**config.mk**
```make
export PLATFORM = sky130hd
export DESIGN_NAME = reset_manager_register_bank
export DESIGN_NICKNAME = d
export VERILOG_FILES = /design/src/design/rstmgr_pkg.sv /design/src/design/rstmgr_regfile.sv /design/src/design/reset_manager_register_bank.sv
export SDC_FILE = /design/constraint.sdc
export NUM_CORES = 1
export LEC_CHECK = 0
export ABC_CLOCK_PERIOD_IN_PS = 7000
export BUFFER_PORTS_ARGS = -buffer_cell sky130_fd_sc_hd__buf_2
export CORE_ASPECT_RATIO = 0.5
export CORE_UTILIZATION = 45
export CTS_BUF_LIST = sky130_fd_sc_hd__clkbuf_4
export CTS_CLUSTER_DIAMETER = 30
export DETAILED_ROUTE_END_ITERATION = 16
export PLACE_DENSITY_LB_ADDON = 0.05
export SLEW_MARGIN = 30
export SYNTH_ARGS = -nofsm -noshare
export SYNTH_HDL_FRONTEND = slang
export SYNTH_SLANG_ARGS = --single-unit
```
**constraint.sdc**
```tcl
create_clock -name clk -period 7 [get_ports clk]
set_input_delay 0.35 -clock clk [delete_from_list [all_inputs] [get_ports clk]]
set_output_delay 0.35 -clock clk [all_outputs]
set_load 0.05 [all_outputs]
```
**src/design/rstmgr_pkg.sv**
```systemverilog
package rstmgr_pkg;

  // Request commands
  localparam logic [1:0] CMD_READ  = 2'd0;
  localparam logic [1:0] CMD_WRITE = 2'd1;
  localparam logic [1:0] CMD_EVENT = 2'd2;

  // Access error codes
  localparam logic [2:0] ERR_OK   = 3'd0;
  localparam logic [2:0] ERR_BAD  = 3'd1;
  localparam logic [2:0] ERR_RO   = 3'd2;
  localparam logic [2:0] ERR_WO   = 3'd3;
  localparam logic [2:0] ERR_LOCK = 3'd4;

  // Register map (word index)
  localparam logic [4:0] REG_ALERT_TEST       = 5'd0;
  localparam logic [4:0] REG_SWRST_REQ        = 5'd1;
  localparam logic [4:0] REG_RESET_INFO       = 5'd2;
  localparam logic [4:0] REG_ALERT_REGWEN     = 5'd3;
  localparam logic [4:0] REG_ALERT_INFO_CTRL  = 5'd4;
  localparam logic [4:0] REG_ALERT_INFO_ATTR  = 5'd5;
  localparam logic [4:0] REG_ALERT_INFO       = 5'd6;
  localparam logic [4:0] REG_CPU_REGWEN       = 5'd7;
  localparam logic [4:0] REG_CPU_INFO_CTRL    = 5'd8;
  localparam logic [4:0] REG_CPU_INFO_ATTR    = 5'd9;
  localparam logic [4:0] REG_CPU_INFO         = 5'd10;
  localparam logic [4:0] REG_SW_RST_REGWEN_LO = 5'd11;
  localparam logic [4:0] REG_SW_RST_REGWEN_HI = 5'd18;
  localparam logic [4:0] REG_SW_RST_CTRL_LO   = 5'd19;
  localparam logic [4:0] REG_SW_RST_CTRL_HI   = 5'd26;
  localparam logic [4:0] REG_ERR_CODE         = 5'd27;

  // Multi-bit boolean codes for the software reset request register
  localparam logic [3:0] MB4_TRUE  = 4'h6;
  localparam logic [3:0] MB4_FALSE = 4'h9;

  localparam logic [7:0] INFO_CTRL_MASK = 8'hf1;
  localparam logic [7:0] CAUSE_POR      = 8'h01;

  typedef struct packed {
    logic [1:0]  cmd;
    logic [4:0]  reg_index;
    logic [31:0] write_data;
    logic [2:0]  reset_reason;
  } req_t;

  typedef struct packed {
    logic [31:0] read_data;
    logic [2:0]  access_error;
    logic        sw_rst_request;
    logic [1:0]  alert_levels;
    logic [7:0]  device_reset_n;
    logic        shutdown;
  } rsp_t;

endpackage

```
**src/design/rstmgr_regfile.sv**
```systemverilog
module rstmgr_regfile #(
  parameter int NUM_DEVICE_RESETS = 8,
  parameter int NUM_ALERTS        = 2
) (
  input  logic                clk,
  input  logic                rst,
  input  logic                accept,
  input  rstmgr_pkg::req_t    req,
  input  logic                cfg_write_en,
  input  logic [7:0]          cfg_write_data,
  output rstmgr_pkg::rsp_t    rsp
);
  import rstmgr_pkg::*;

  localparam int DEV_BITS = (NUM_DEVICE_RESETS > 8) ? 8 : NUM_DEVICE_RESETS;
  localparam int ALERT_BITS = (NUM_ALERTS > 2) ? 2 : NUM_ALERTS;
  localparam logic [7:0] DEV_MASK = 8'((9'd1 << DEV_BITS) - 9'd1);
  localparam logic [1:0] ALERT_MASK = 2'((3'd1 << ALERT_BITS) - 3'd1);
  localparam logic [4:0] NDEV = 5'(NUM_DEVICE_RESETS);

  logic [3:0] swrst_code, swrst_code_next;
  logic [7:0] reset_cause, reset_cause_next;
  logic       alert_lock_open, alert_lock_open_next;
  logic [7:0] alert_info_control, alert_info_control_next;
  logic       cpu_lock_open, cpu_lock_open_next;
  logic [7:0] cpu_info_control, cpu_info_control_next;
  logic [7:0] device_lock_open, device_lock_open_next;
  logic [7:0] device_control_n, device_control_n_next;
  logic [1:0] alert_test_bits, alert_test_bits_next;
  logic       sw_reset_line, sw_reset_line_next;
  logic [7:0] fatal_countdown, fatal_countdown_next;

  logic [2:0]  dev;
  logic        dev_bad;
  logic [31:0] rdata;
  logic [2:0]  err;
  logic        shut;

  // slot index: same low bits for both REGWEN and CTRL ranges
  assign dev     = 3'(req.reg_index - REG_SW_RST_REGWEN_LO);
  assign dev_bad = ({2'b00, dev} >= NDEV);

  always_comb begin
    swrst_code_next         = swrst_code;
    reset_cause_next        = reset_cause;
    alert_lock_open_next    = alert_lock_open;
    alert_info_control_next = alert_info_control;
    cpu_lock_open_next      = cpu_lock_open;
    cpu_info_control_next   = cpu_info_control;
    device_lock_open_next   = device_lock_open;
    device_control_n_next   = device_control_n;
    alert_test_bits_next    = alert_test_bits;
    sw_reset_line_next      = sw_reset_line;
    fatal_countdown_next    = fatal_countdown;
    rdata = '0;
    err   = ERR_OK;
    shut  = 1'b0;

    case (req.cmd)
      CMD_READ: begin
        if (req.reg_index inside {[REG_SW_RST_REGWEN_LO:REG_SW_RST_CTRL_HI]}) begin
          if (dev_bad) begin
            err = ERR_BAD;
          end else if (req.reg_index <= REG_SW_RST_REGWEN_HI) begin
            rdata = {31'b0, device_lock_open[dev]};
          end else begin
            rdata = {31'b0, device_control_n[dev]};
          end
        end else begin
          case (req.reg_index)
            REG_ALERT_TEST:      err   = ERR_WO;
            REG_SWRST_REQ:       rdata = {28'b0, swrst_code};
            REG_RESET_INFO:      rdata = {24'b0, reset_cause};
            REG_ALERT_REGWEN:    rdata = {31'b0, alert_lock_open};
            REG_ALERT_INFO_CTRL: rdata = {24'b0, alert_info_control};
            REG_CPU_REGWEN:      rdata = {31'b0, cpu_lock_open};
            REG_CPU_INFO_CTRL:   rdata = {24'b0, cpu_info_control};
            REG_ALERT_INFO_ATTR, REG_ALERT_INFO, REG_CPU_INFO_ATTR, REG_CPU_INFO,
            REG_ERR_CODE:        rdata = '0;
            default:             err   = ERR_BAD;
          endcase
        end
      end
      CMD_WRITE: begin
        if (req.reg_index inside {[REG_SW_RST_REGWEN_LO:REG_SW_RST_CTRL_HI]}) begin
          if (dev_bad) begin
            err = ERR_BAD;
          end else if (req.reg_index <= REG_SW_RST_REGWEN_HI) begin
            if (!req.write_data[0]) device_lock_open_next[dev] = 1'b0;
          end else if (!device_lock_open[dev]) begin
            err = ERR_LOCK;
          end else begin
            device_control_n_next[dev] = req.write_data[0];
          end
        end else begin
          case (req.reg_index)
            REG_ALERT_TEST: alert_test_bits_next = req.write_data[1:0] & ALERT_MASK;
            REG_SWRST_REQ: begin
              swrst_code_next = req.write_data[3:0];
              if (req.write_data[3:0] == MB4_TRUE) begin
                sw_reset_line_next = 1'b1;
                if (fatal_countdown != 8'd0) begin
                  fatal_countdown_next = fatal_countdown - 8'd1;
                  shut = (fatal_countdown == 8'd1);
                end
              end
            end
            REG_RESET_INFO:   reset_cause_next = reset_cause & ~req.write_data[7:0];
            REG_ALERT_REGWEN: alert_lock_open_next = alert_lock_open & req.write_data[0];
            REG_ALERT_INFO_CTRL: begin
              if (!alert_lock_open) err = ERR_LOCK;
              else alert_info_control_next = req.write_data[7:0] & INFO_CTRL_MASK;
            end
            REG_CPU_REGWEN: cpu_lock_open_next = cpu_lock_open & req.write_data[0];
            REG_CPU_INFO_CTRL: begin
              if (!cpu_lock_open) err = ERR_LOCK;
              else cpu_info_control_next = req.write_data[7:0] & INFO_CTRL_MASK;
            end
            REG_ALERT_INFO_ATTR, REG_ALERT_INFO, REG_CPU_INFO_ATTR, REG_CPU_INFO,
            REG_ERR_CODE: err = ERR_RO;
            default:      err = ERR_BAD;
          endcase
        end
      end
      CMD_EVENT: begin
        // reason zero is a released line: no-op
        if (req.reset_reason != 3'd0) begin
          reset_cause_next        = 8'd1 << req.reset_reason;
          swrst_code_next         = MB4_FALSE;
          alert_test_bits_next    = '0;
          alert_lock_open_next    = 1'b1;
          cpu_lock_open_next      = 1'b1;
          device_lock_open_next   = DEV_MASK;
          device_control_n_next   = DEV_MASK;
          sw_reset_line_next      = 1'b0;
        end
      end
      default: begin
      end
    endcase
  end

  always_comb begin
    rsp.read_data      = rdata;
    rsp.access_error   = err;
    rsp.sw_rst_request = sw_reset_line_next;
    rsp.alert_levels   = alert_test_bits_next;
    rsp.device_reset_n = device_control_n_next;
    rsp.shutdown       = shut;
  end

  always_ff @(posedge clk) begin
    if (rst) begin
      swrst_code         <= MB4_FALSE;
      reset_cause        <= CAUSE_POR;
      alert_lock_open    <= 1'b1;
      alert_info_control <= '0;
      cpu_lock_open      <= 1'b1;
      cpu_info_control   <= '0;
      device_lock_open   <= DEV_MASK;
      device_control_n   <= DEV_MASK;
      alert_test_bits    <= '0;
      sw_reset_line      <= 1'b0;
      fatal_countdown    <= '0;
    end else if (cfg_write_en) begin
      fatal_countdown <= cfg_write_data;
    end else if (accept) begin
      swrst_code         <= swrst_code_next;
      reset_cause        <= reset_cause_next;
      alert_lock_open    <= alert_lock_open_next;
      alert_info_control <= alert_info_control_next;
      cpu_lock_open      <= cpu_lock_open_next;
      cpu_info_control   <= cpu_info_control_next;
      device_lock_open   <= device_lock_open_next;
      device_control_n   <= device_control_n_next;
      alert_test_bits    <= alert_test_bits_next;
      sw_reset_line      <= sw_reset_line_next;
      fatal_countdown    <= fatal_countdown_next;
    end
  end

  a_event_cause: assert property (@(posedge clk) disable iff (rst)
    accept && !cfg_write_en && req.cmd == CMD_EVENT && req.reset_reason != 3'd0
    |=> $onehot(reset_cause) && !sw_reset_line && device_lock_open == DEV_MASK)
    else $error("reset request did not leave one-hot cause and warm state");

  a_countdown: assert property (@(posedge clk) disable iff (rst)
    accept && !cfg_write_en && req.cmd == CMD_WRITE && req.reg_index == REG_SWRST_REQ &&
    req.write_data[3:0] == MB4_TRUE && fatal_countdown != 8'd0
    |=> fatal_countdown == $past(fatal_countdown) - 8'd1 && sw_reset_line)
    else $error("fatal countdown did not step on software reset");

  a_dev_mask: assert property (@(posedge clk) disable iff (rst)
    ((device_control_n | device_lock_open) & ~DEV_MASK) == 8'd0)
    else $error("device bits beyond configured count are set");

endmodule

```
**src/design/reset_manager_register_bank.sv**
```systemverilog
// Channel  | Dir | Handshake             | Payload
// ---------+-----+-----------------------+----------------------------------
// request  | in  | in_valid / in_ready   | in_req  (cmd, index, data, reason)
// response | out | out_valid / out_ready | out_rsp (data, error, status)
// config   | in  | cfg_write_en          | cfg_write_data (fatal limit)
//
// One request per cycle unless out_ready stalls; responses are registered.
// All decode and read-modify-write logic sits between the request port and
// the response register, so the rate is set by that single register stage.
// in_ready is high whenever the response register is empty or being drained.
// Reset (rst, synchronous) acts as power-on: cause = POR, locks open.
// A config write reloads the fatal countdown; issue it only while idle.
module reset_manager_register_bank #(
  parameter int NUM_DEVICE_RESETS = 8,
  parameter int NUM_ALERTS        = 2
) (
  input  logic             clk,
  input  logic             rst,
  input  logic             in_valid,
  output logic             in_ready,
  input  rstmgr_pkg::req_t in_req,
  output logic             out_valid,
  input  logic             out_ready,
  output rstmgr_pkg::rsp_t out_rsp,
  input  logic             cfg_write_en,
  input  logic [7:0]       cfg_write_data
);
  import rstmgr_pkg::*;

  localparam int ALERT_BITS = (NUM_ALERTS > 2) ? 2 : NUM_ALERTS;
  localparam logic [1:0] ALERT_MASK = 2'((3'd1 << ALERT_BITS) - 3'd1);

  logic accept;
  rsp_t rsp_next;

  // response register frees up the same cycle it is drained
  assign in_ready = !out_valid || out_ready;
  assign accept   = in_valid && in_ready;

  rstmgr_regfile #(
    .NUM_DEVICE_RESETS(NUM_DEVICE_RESETS),
    .NUM_ALERTS       (NUM_ALERTS)
  ) u_regfile (
    .clk           (clk),
    .rst           (rst),
    .accept        (accept),
    .req           (in_req),
    .cfg_write_en  (cfg_write_en),
    .cfg_write_data(cfg_write_data),
    .rsp           (rsp_next)
  );

  always_ff @(posedge clk) begin
    if (rst) begin
      out_valid <= 1'b0;
    end else if (accept) begin
      out_valid <= 1'b1;
    end else if (out_ready) begin
      out_valid <= 1'b0;
    end
  end

  // payload: no reset needed
  always_ff @(posedge clk) begin
    if (accept) begin
      out_rsp <= rsp_next;
    end
  end

  // shutdown only comes from a software reset write, which raises the line
  a_shut_line: assert property (@(posedge clk) disable iff (rst)
    out_valid && out_rsp.shutdown |-> out_rsp.sw_rst_request &&
    out_rsp.access_error == ERR_OK)
    else $error("shutdown pulse without software reset");

  a_rdata_ok: assert property (@(posedge clk) disable iff (rst)
    out_valid && out_rsp.read_data != 32'd0 |-> out_rsp.access_error == ERR_OK)
    else $error("nonzero read data with an access error");

  a_alert_mask: assert property (@(posedge clk) disable iff (rst)
    out_valid |-> (out_rsp.alert_levels & ~ALERT_MASK) == 2'd0)
    else $error("alert level beyond configured alert count");

endmodule

```
Word level (Yosys, flattened, before mapping):

Index checks and enable logic that the tools add are counted.

* flip-flop bits (word level): 99
* input bits: 55
* output and inout bits: 49
* logic and storage cells: 154

* $add $sub $neg: 2
* $lt $le $gt $ge: 5
* equal/unequal tests: 25
* shift operators: 1
* muxes and demuxes: 62
* bitwise operators: 12
* reductions and logical operators: 29

Operators by type and width (number)
* $mux W8: 18
* $pmux W8 S2: 3
* $pmux W8 S6: 1
* $reduce_and A6 Y1: 7
* $mux W32: 1
* $eq A5 B3 Y1 const B: 4
* $mux W3: 6
* $and A8 B8 Y8: 2
* $not A8 Y8: 2
* $eq A5 B4 Y1 const B: 3
* $mux W1: 15
* $reduce_or A5 Y1: 3
* $ne A2 B2 Y1 const B: 7
* $reduce_bool A2 Y1: 7
* $mux W4: 3
* $pmux W3 S4: 1
* $reduce_or A11 Y1: 1
* $eq A5 B2 Y1 const B: 2
* $le A5 B5 Y1 const B: 2
* $bwmux W8: 1
* $eq A8 B1 Y1 const B: 1
* $pmux W2 S2: 2
* $pmux W4 S2: 1
* $reduce_bool A8 Y1: 1
* 27 further kinds: 42

Depth between registers and ports, before layout:

Gate-level depths: netlist (run 1).

* depth after elaboration: 11
* gate-level depth with buffers: 9
* gate-level depth less buffers: 7

Modules after synthesis:

A second synthesis (run 1) with hierarchy kept.

* cell total of the unflattened synthesis: 537
* area, all modules: 5217.5 um^2

Modules (own cells, without submodules)
* rstmgr_regfile: times used 1, cells an instance 485, area each 3751.1 um^2, sequential area each 1021.0 um^2
* reset_manager_register_bank: times used 1, cells an instance 52, area each 1466.4 um^2, sequential area each 1431.4 um^2

Least setup slack after synthesis (run 1):

Ideal clock, no wire load.

* kind: in2reg
* start: input port in_req[35] in the netlist's numbering
* end: register out_rsp[5] in the netlist's numbering, data pin
* setup time: 0.267 ns
* arrival: 2.458 ns
* data required time: 6.733 ns
* slack: 4.275 ns
* cell stages on the path: 9
* buffers on the path: 2
* cell sequence: clkbuf_1 -> inv_1 -> ha_1 -> clkbuf_1 -> mux2i_1 -> and2_1 -> or4b_1 -> o211ai_1 -> o211ai_1

RTL lines
* from (decl): RTL line reset_manager_register_bank.sv:21 `input rstmgr_pkg::req_t in_req,`
* to (signal assigned): RTL line reset_manager_register_bank.sv:66 `out_rsp <= rsp_next;`
* to (decl): RTL line reset_manager_register_bank.sv:24 `output rstmgr_pkg::rsp_t out_rsp,`

Worst setup path in the final report (run 1):

* start: input port in_req[35] in the netlist's numbering
* end: register u_regfile.reset_cause[1]

* word-level cells in the longest chain between the ends: 4
* elaborated cells between the ends (all ways): 7
* those cells by class: order compare (2); eq/ne (3); reduce/logical (2)

Ends and longest elaborated chain
* $ge A5 B4 Y1 / $le A5 B5 Y1 (equally long branches): RTL line rstmgr_regfile.sv:85 `if (req.reg_index inside {[REG_SW_RST_REGWEN_LO:REG_SW_RST_CTRL_HI]}) begin`
* $logic_and A1 B1 Y1: RTL line rstmgr_regfile.sv:85
* $ne A2 B2 Y1 (no source line)
* $reduce_and A6 Y1 (no source line) (*)
* to (signal assigned): RTL line rstmgr_regfile.sv:169 `reset_cause <= reset_cause_next;`
* to (decl): RTL line rstmgr_regfile.sv:22 `logic [7:0] reset_cause, reset_cause_next;`

Every way passes the cells marked *; elsewhere a longest branch is shown, timed or not.
A chain may end at the register's enable or synchronous reset.

==> out/results.ini, run 1 <==
[status]
status=finished clean

[clocking]
cts_tree=done
tritoncts.num_buffers=9
post_cts_resized=0
root_buffer=clkbuf_4
holdBufCountCts=0
cts_setup_buffers=0
cts-htree-levels=3
cts_sinks=75
clk_latency_ps=450
clkTransAtPathRegs_ps=120
cts_buffer_depth=2

[global_route]
grt_pass1_vias=3383
grt_usage_pct=22.5
antenna_found_initial=1
grt_pass1_wl_um=17700
grt_overflow=0
grt_max_degree=44

[worst_hold_path]
hold_path_end=u_regfile.fatal_countdown[1]$_SDFFE_PP0P_
hp-class=in2reg
holdPathStages=3
min_from=cfg_write_data[1]

[detailed_routing]
vias=3855
drt_iter0_drc=291
drc_errors=0
avgRoutedWirePerCell_um=16.1
first_pass_iters=5
via_per_inst=5.59
final_antenna_net_count=0
wirelength_um=11100

[final_layout]
final_layout_size_suffix_gt1_share_pct=16.6
area_growth_pct=9.58
final_util_pct=51.2
fin_nets=614

[critical_path]
r2r_setup_slack_ps=4720
worstReg2RegEnd=u_regfile.fatal_countdown[3]$_SDFFE_PP0P_
required_ps=7360
worst_setup_path_end_kind=flip-flop
r2r_start=u_regfile.fatal_countdown[2]$_SDFFE_PP0P_
worstPathArrival_ps=3060
crit_chain=buf_2 > inv_1 > ha_1 > nor4b_2 > nand2b_1 > nand3_1 > or4_1 > o31ai_1
critPathMaxFanout=14
startpoint_type=primary input
slowest_delay_ps=740
reg2regPathDepth=5
worst_path_max_delay_cell=nor4b_2
crit_type=in2reg

[timing]
final-hold-violation-count=0
setup_tns_ps=0
clock_skew_ps=16.7
fmax_mhz=371
relSlewSlack_pct=38.0
drv_slew=0
setup_viol=0
tightestPinTransition_ps=917
period_share_pct=38.5
min_period_ps=2700
rsz0062_at_grt=no

[logic_synthesis]
yosys-top-cells-area=dfxtp_1 23%, edfxtp_1 16%, nor2_1 4.2%
syn_area_um2=4440
syn_inst=507
yosys_warnings=0
ys_top_cells_by_count=52 x dfxtp_1, 50 x nor2_1, 41 x nand2_1
async_flop_share_pct=0
synth_edf_count=23
synth_top_area_share_pct=23.4
synth_seq_cells=75
synth_flop_cell=dfxtp_1
synth.most_common_cell=dfxtp_1
synth_seq_area_share_pct=39.0
ys_types=68
avgSynthCellArea_um2=8.76
synth.largest_area_cell=dfxtp_1

[power]
peakVddDrop_uv=96.4
p_leak_nw=1.89
p_per_area_nw_per_um2=196

[flow_run]
cap_viol_max_count=0

[floorplanning]
die_y_um=72.2
die_x_um=142
core_area_um2=9510
start_util_pct=46.7
dieArea_um2=10300
rows=25
io_pins=104

[placement]
gp_congestion=0.822
port_buffers=55
dp_hpwl_um=7670

-- critical path, delay by kind of cell --
family | cells | cell delay [ps]
compound gates | 1 | 200
fa+ha+maj | 1 | 300
buf+inv | 2 | 360
simple gates | 4 | 1850
-- power by group --
| group | switching [mW] | internal (mW) | leakage [nW] |
|---|---|---|---|
| clock | 0.158 | 0.110 | 0.0691 |
| combinational | 0.157 | 0.0564 | 1.18 |
| sequential | 0.00817 | 0.465 | 0.645 |
| total | 0.324 | 0.632 | 1.89 |
-- per-layer routing --
metal | vias to the layer above | track usage, % | wire length, µm
met1 | 1811 | 32.6 | 5560
met2 | 132 | 33.7 | 4760
met4 | 0 | 6.45 | 106
met5 | - | 0 | 0
li1 | 1901 | - | -
met3 | 11 | 4.88 | 674
-- state kept, by name (all words and copies together), names as in the netlist --
register,count
u_regfile.fatal_countdown,8
out_rsp,23
u_regfile.device_lock_open,8
u_regfile.cpu_lock_open,1
out_valid,1
u_regfile.sw_reset_line,1
u_regfile.alert_lock_open,1
u_regfile.alert_info_control,5
u_regfile.reset_cause,8
u_regfile.device_control_n,8
u_regfile.cpu_info_control,5
u_regfile.swrst_code,4
u_regfile.alert_test_bits,2
-- logic make-up (layout without fill, tap and decap cells) --
logic type               Yosys count  after routing  share of synthesized area (%)
buffers and inverters             80            104                           9.19
adder cells (fa/ha/maj)           10             10                           2.82
AO/OA/AOI/OAI                    121            121                           18.9
other                              1             25                         0.0844
XOR/XNOR                           8              8                           1.58
AND/OR/NAND/NOR                  192            192                           23.6
flip-flops                        75             75                           39.0
multiplexers                      20             20                           4.82
-- placed cells by master (no fill, tap or decap), types with 5 or more instances in the layout --
| cell | n |
|---|---|
| nand4_1 | 9 |
| nand2_1 | 41 |
| o21ai_0 | 13 |
| buf_4 | 6 |
| conb_1 | 24 |
| a31oi_1 | 5 |
| nand2b_1 | 10 |
| mux2i_1 | 18 |
| a21oi_1 | 25 |
| edfxtp_1 | 23 |
| buf_2 | 55 |
| ha_1 | 10 |
| nor4_1 | 14 |
| nor2b_1 | 9 |
| o22a_1 | 9 |
| or3_1 | 5 |
| xor2_1 | 5 |
| clkbuf_4 | 10 |
| or4_1 | 5 |
| o31ai_1 | 10 |
| inv_1 | 24 |
| o211ai_1 | 8 |
| nor3_1 | 10 |
| nor2_1 | 50 |
| o21a_1 | 9 |
| nand3_1 | 11 |
| a22oi_1 | 5 |
| dfxtp_1 | 52 |
-- through the flow --
stage	cells	hold WS [ps]	worst slack (ps)	instance area, µm²	power (mW)
CTS	689	115	4320	4860	0.965
global placement	673	448	3780	4710	0.694
floorplan	530	432	4280	4530	0.655
detailed placement	673	453	3870	4720	0.695
global route	690	124	4130	4870	1.00
finish	690	130	4300	4870	0.955
-- layout make-up --
class	instances	area, µm²
inverter	27	101
antenna	1	2.50
tap	135	169
sequential	75	1730
clock buffer	10	75.1
fill	966	4640
multi-input combinational	375	2410
clock inverter	6	57.6
timing repair buffer	61	320
-- how the worst max path moves through the flow --
stage	from	to	slack, ps
after floorplan	in_req[35]	out_rsp[5]$_DFFE_PP_	4280
after global placement	in_req[35]	u_regfile.alert_info_control[4]$_SDFFE_PP0P_	3780
after detailed placement	in_req[35]	u_regfile.reset_cause[1]$_SDFFE_PP0P_	3870
after CTS	in_req[35]	u_regfile.reset_cause[1]$_SDFFE_PP0P_	4320
after global routing	in_req[35]	u_regfile.reset_cause[1]$_SDFFE_PP0P_	4130
final	in_req[35]	u_regfile.reset_cause[1]$_SDFFE_PP0P_	4300
Power figures use the tool's default switching activity.
==> inputs of run 2 (changes only) <==
--- a/config.mk
+++ b/config.mk
@@ -5,7 +5,7 @@
 export SDC_FILE = /design/constraint.sdc
 export NUM_CORES = 1
 export LEC_CHECK = 0
-export ABC_CLOCK_PERIOD_IN_PS = 7000
+export ABC_CLOCK_PERIOD_IN_PS = 2300
 export BUFFER_PORTS_ARGS = -buffer_cell sky130_fd_sc_hd__buf_2
 export CORE_ASPECT_RATIO = 0.5
 export CORE_UTILIZATION = 45
==> constraint.sdc (replaced) <==
create_clock -name clk -period 2.3 [get_ports clk]
set_input_delay 0.115 -clock clk [delete_from_list [all_inputs] [get_ports clk]]
set_output_delay 0.115 -clock clk [all_outputs]
set_load 0.05 [all_outputs]
==> run 2 against run 1 <==
Sequential cell count stayed put. Die area stayed put. Core utilization rose by 6.1 points. Largest power group unchanged.
==> out/results.ini, run 2 (synthesis results as in run 1) <==
[detailed_routing]
routed.top_layer=met4
via_per_inst=5.36  ; -4.1%
wirelength_um=11500  ; +3.9%
dr_wl_met3_um=602  ; -11%
wl_met2_um=5120  ; +7.6%
met1_length_um=5730  ; +3.0%
drc_errors=0  ; unchanged
avgRoutedWirePerCell_um=15.3  ; -5.2%
first_pass_iters=5  ; unchanged
drt_iter0_drc=297  ; +2.1%
final_antenna_net_count=0  ; unchanged
vias=4049  ; +5.0%

[critical_path]
crit_chain=dlygate4sd3_1 > buf_2 > or4b_1 > and2_1 > nand3_1 > buf_4 > o21ai_0 > o21ai_0 > dlygate4sd3_1
startpoint_type=primary input
slowest_delay_ps=580  ; -160 ps
required_ps=2700  ; -4660 ps
worstPathArrival_ps=2660  ; -400 ps
crit_type=in2reg
worst_setup_path_end_kind=flip-flop
worst_path_max_delay_cell=or4b_1
critPathBufInv=4  ; +2
crit_family=buffers and inverters
critPathMaxFanout=5  ; -9

[final_layout]
regMostFlops=out_rsp
fin_area_um2=5450  ; +12%
final_layout_size_suffix_gt1_share_pct=22.0  ; +5.4 points
area_growth_pct=22.6
final_util_pct=57.3  ; +6.1 points
layout_commonest_cell=buf_2
largest_register_ffs=23  ; unchanged
stdcell_count=756  ; +9.6%
final_cell_mix=55 x buf_2, 52 x dfxtp_1, 51 x buf_4, 50 x nor2_1, 41 x nand2_1
fin_nets=679  ; +11%

[timing]
final-hold-violation-count=0  ; unchanged
setup_viol=0  ; unchanged
clock_skew_ps=9.02  ; -7.69 ps
tightestPinTransition_ps=677  ; -240 ps
relSlewSlack_pct=54.7  ; +17 points
min_period_ps=2260
fmax_mhz=442
drv_slew=0  ; unchanged
setup_tns_ps=0  ; unchanged
period_share_pct=98.3

[placement]
numPlacedInstances=718  ; +6.7%
port_buffers=55  ; unchanged
gp_congestion=0.848  ; +3.2%
dp_hpwl_um=8330  ; +8.6%
placed_area_um2=5050  ; +6.9%

[clocking]
cts_sinks=75  ; unchanged
tritoncts.num_buffers=9  ; unchanged
clk_latency_ps=450  ; about the same
cts-htree-levels=3  ; unchanged
clkTransAtPathRegs_ps=130  ; about the same
cts_setup_buffers=0  ; unchanged
cts_buffer_depth=2  ; unchanged
root_buffer=clkbuf_4
cts_tree=done

[global_route]
grt_max_degree=22  ; -50%
grt_overflow=0  ; unchanged
grt_usage_pct=23.4  ; +0.88 points
antenna_found_initial=2  ; +1
grt_pass1_wl_um=18500  ; +4.2%
grt_pass1_vias=3733  ; +10%

[worst_hold_path]
hp-class=in2reg

[floorplanning]
dieArea_um2=10300  ; unchanged
rows=25  ; unchanged
core_area_um2=9510  ; unchanged
die_x_um=142  ; unchanged
start_util_pct=46.7  ; unchanged
io_pins=104  ; unchanged
die_y_um=72.2  ; unchanged

[power]
peakVddDrop_uv=242  ; +150%
p_per_area_nw_per_um2=600  ; +210%
p_leak_nw=2.22  ; +18%

[status]
status=finished clean

[flow_run]
cap_viol_max_count=0  ; unchanged

-- run 2: cell types whose count changed in the layout (fill, tap and decap cells not counted), sizes merged --
cell         previous run  this run
clkinv                  5         2
bufinv                  1         3
buf                    61       106
clkinvlp                1         2
clkbuf                 10         9
dlygate4sd3             0        20
inv                    26        27
diode                   1         2
-- run 2: final timing paths --
check / slack [ps] / to / start / cells past startpoint
setup / recovery: 40 / u_regfile.reset_cause[2]$_SDFFE_PP0P_ / in_req[2] / 9
hold / removal: 20 / u_regfile.fatal_countdown[2]$_SDFFE_PP0P_ / cfg_write_data[2] / 3
setup reg to reg: 230 / u_regfile.reset_cause[2]$_SDFFE_PP0P_ / out_valid$_SDFFE_PP0P_ / 8
hold reg to reg: 470 / u_regfile.device_lock_open[4]$_SDFFE_PP1P_ / u_regfile.device_lock_open[4]$_SDFFE_PP1P_ / 2
-- run 2: per-layer routing --
layer / up-vias / GRT usage, %
met1: 1898 / 32.6
met2: 118 / 37.4
li1: 2023 / -
met5: - / 0
met3: 10 / 5.15
met4: 0 / 5.02
-- run 2: timing repair --
item / in CTS / in global routing
resized for setup: 0 / 0
endpoints found under the setup margin: 0 / 0
hold buffers: 20 / 0
hold endpoints to repair: 24 / 0
-- run 2: stage by stage --
stage	hold WS, ps	power, mW	setup WS (ps)
after floorplan	215	1.99	33.9
after global routing	27.4	3.40	-17.1
final	20.7	3.27	39.3
after global placement	375	2.18	19.0
after CTS	10.5	3.29	121
after detailed placement	378	2.18	-32.1
-- run 2: power by group --
group | leakage, nW | internal, mW | total, mW | switching (mW)
sequential | 0.645 | 1.42 | 1.44 | 0.0251
combinational | 1.48 | 0.244 | 0.733 | 0.489
clock | 0.0943 | 0.558 | 1.09 | 0.532
-- run 2: area by class of cell --
cell class	instances	area [µm²]
timing repair buffer	126	858
sequential	75	1730
clock buffer	9	67.6
fill	914	4060
multi-input combinational	375	2390
clock inverter	7	125
antenna	2	5.00
inverter	27	101
tap	135	169
-- run 2: worst min-delay path: stages --
cell and delay [ps]:
buf_2 90, nand2b_1 120, nor4bb_1 120
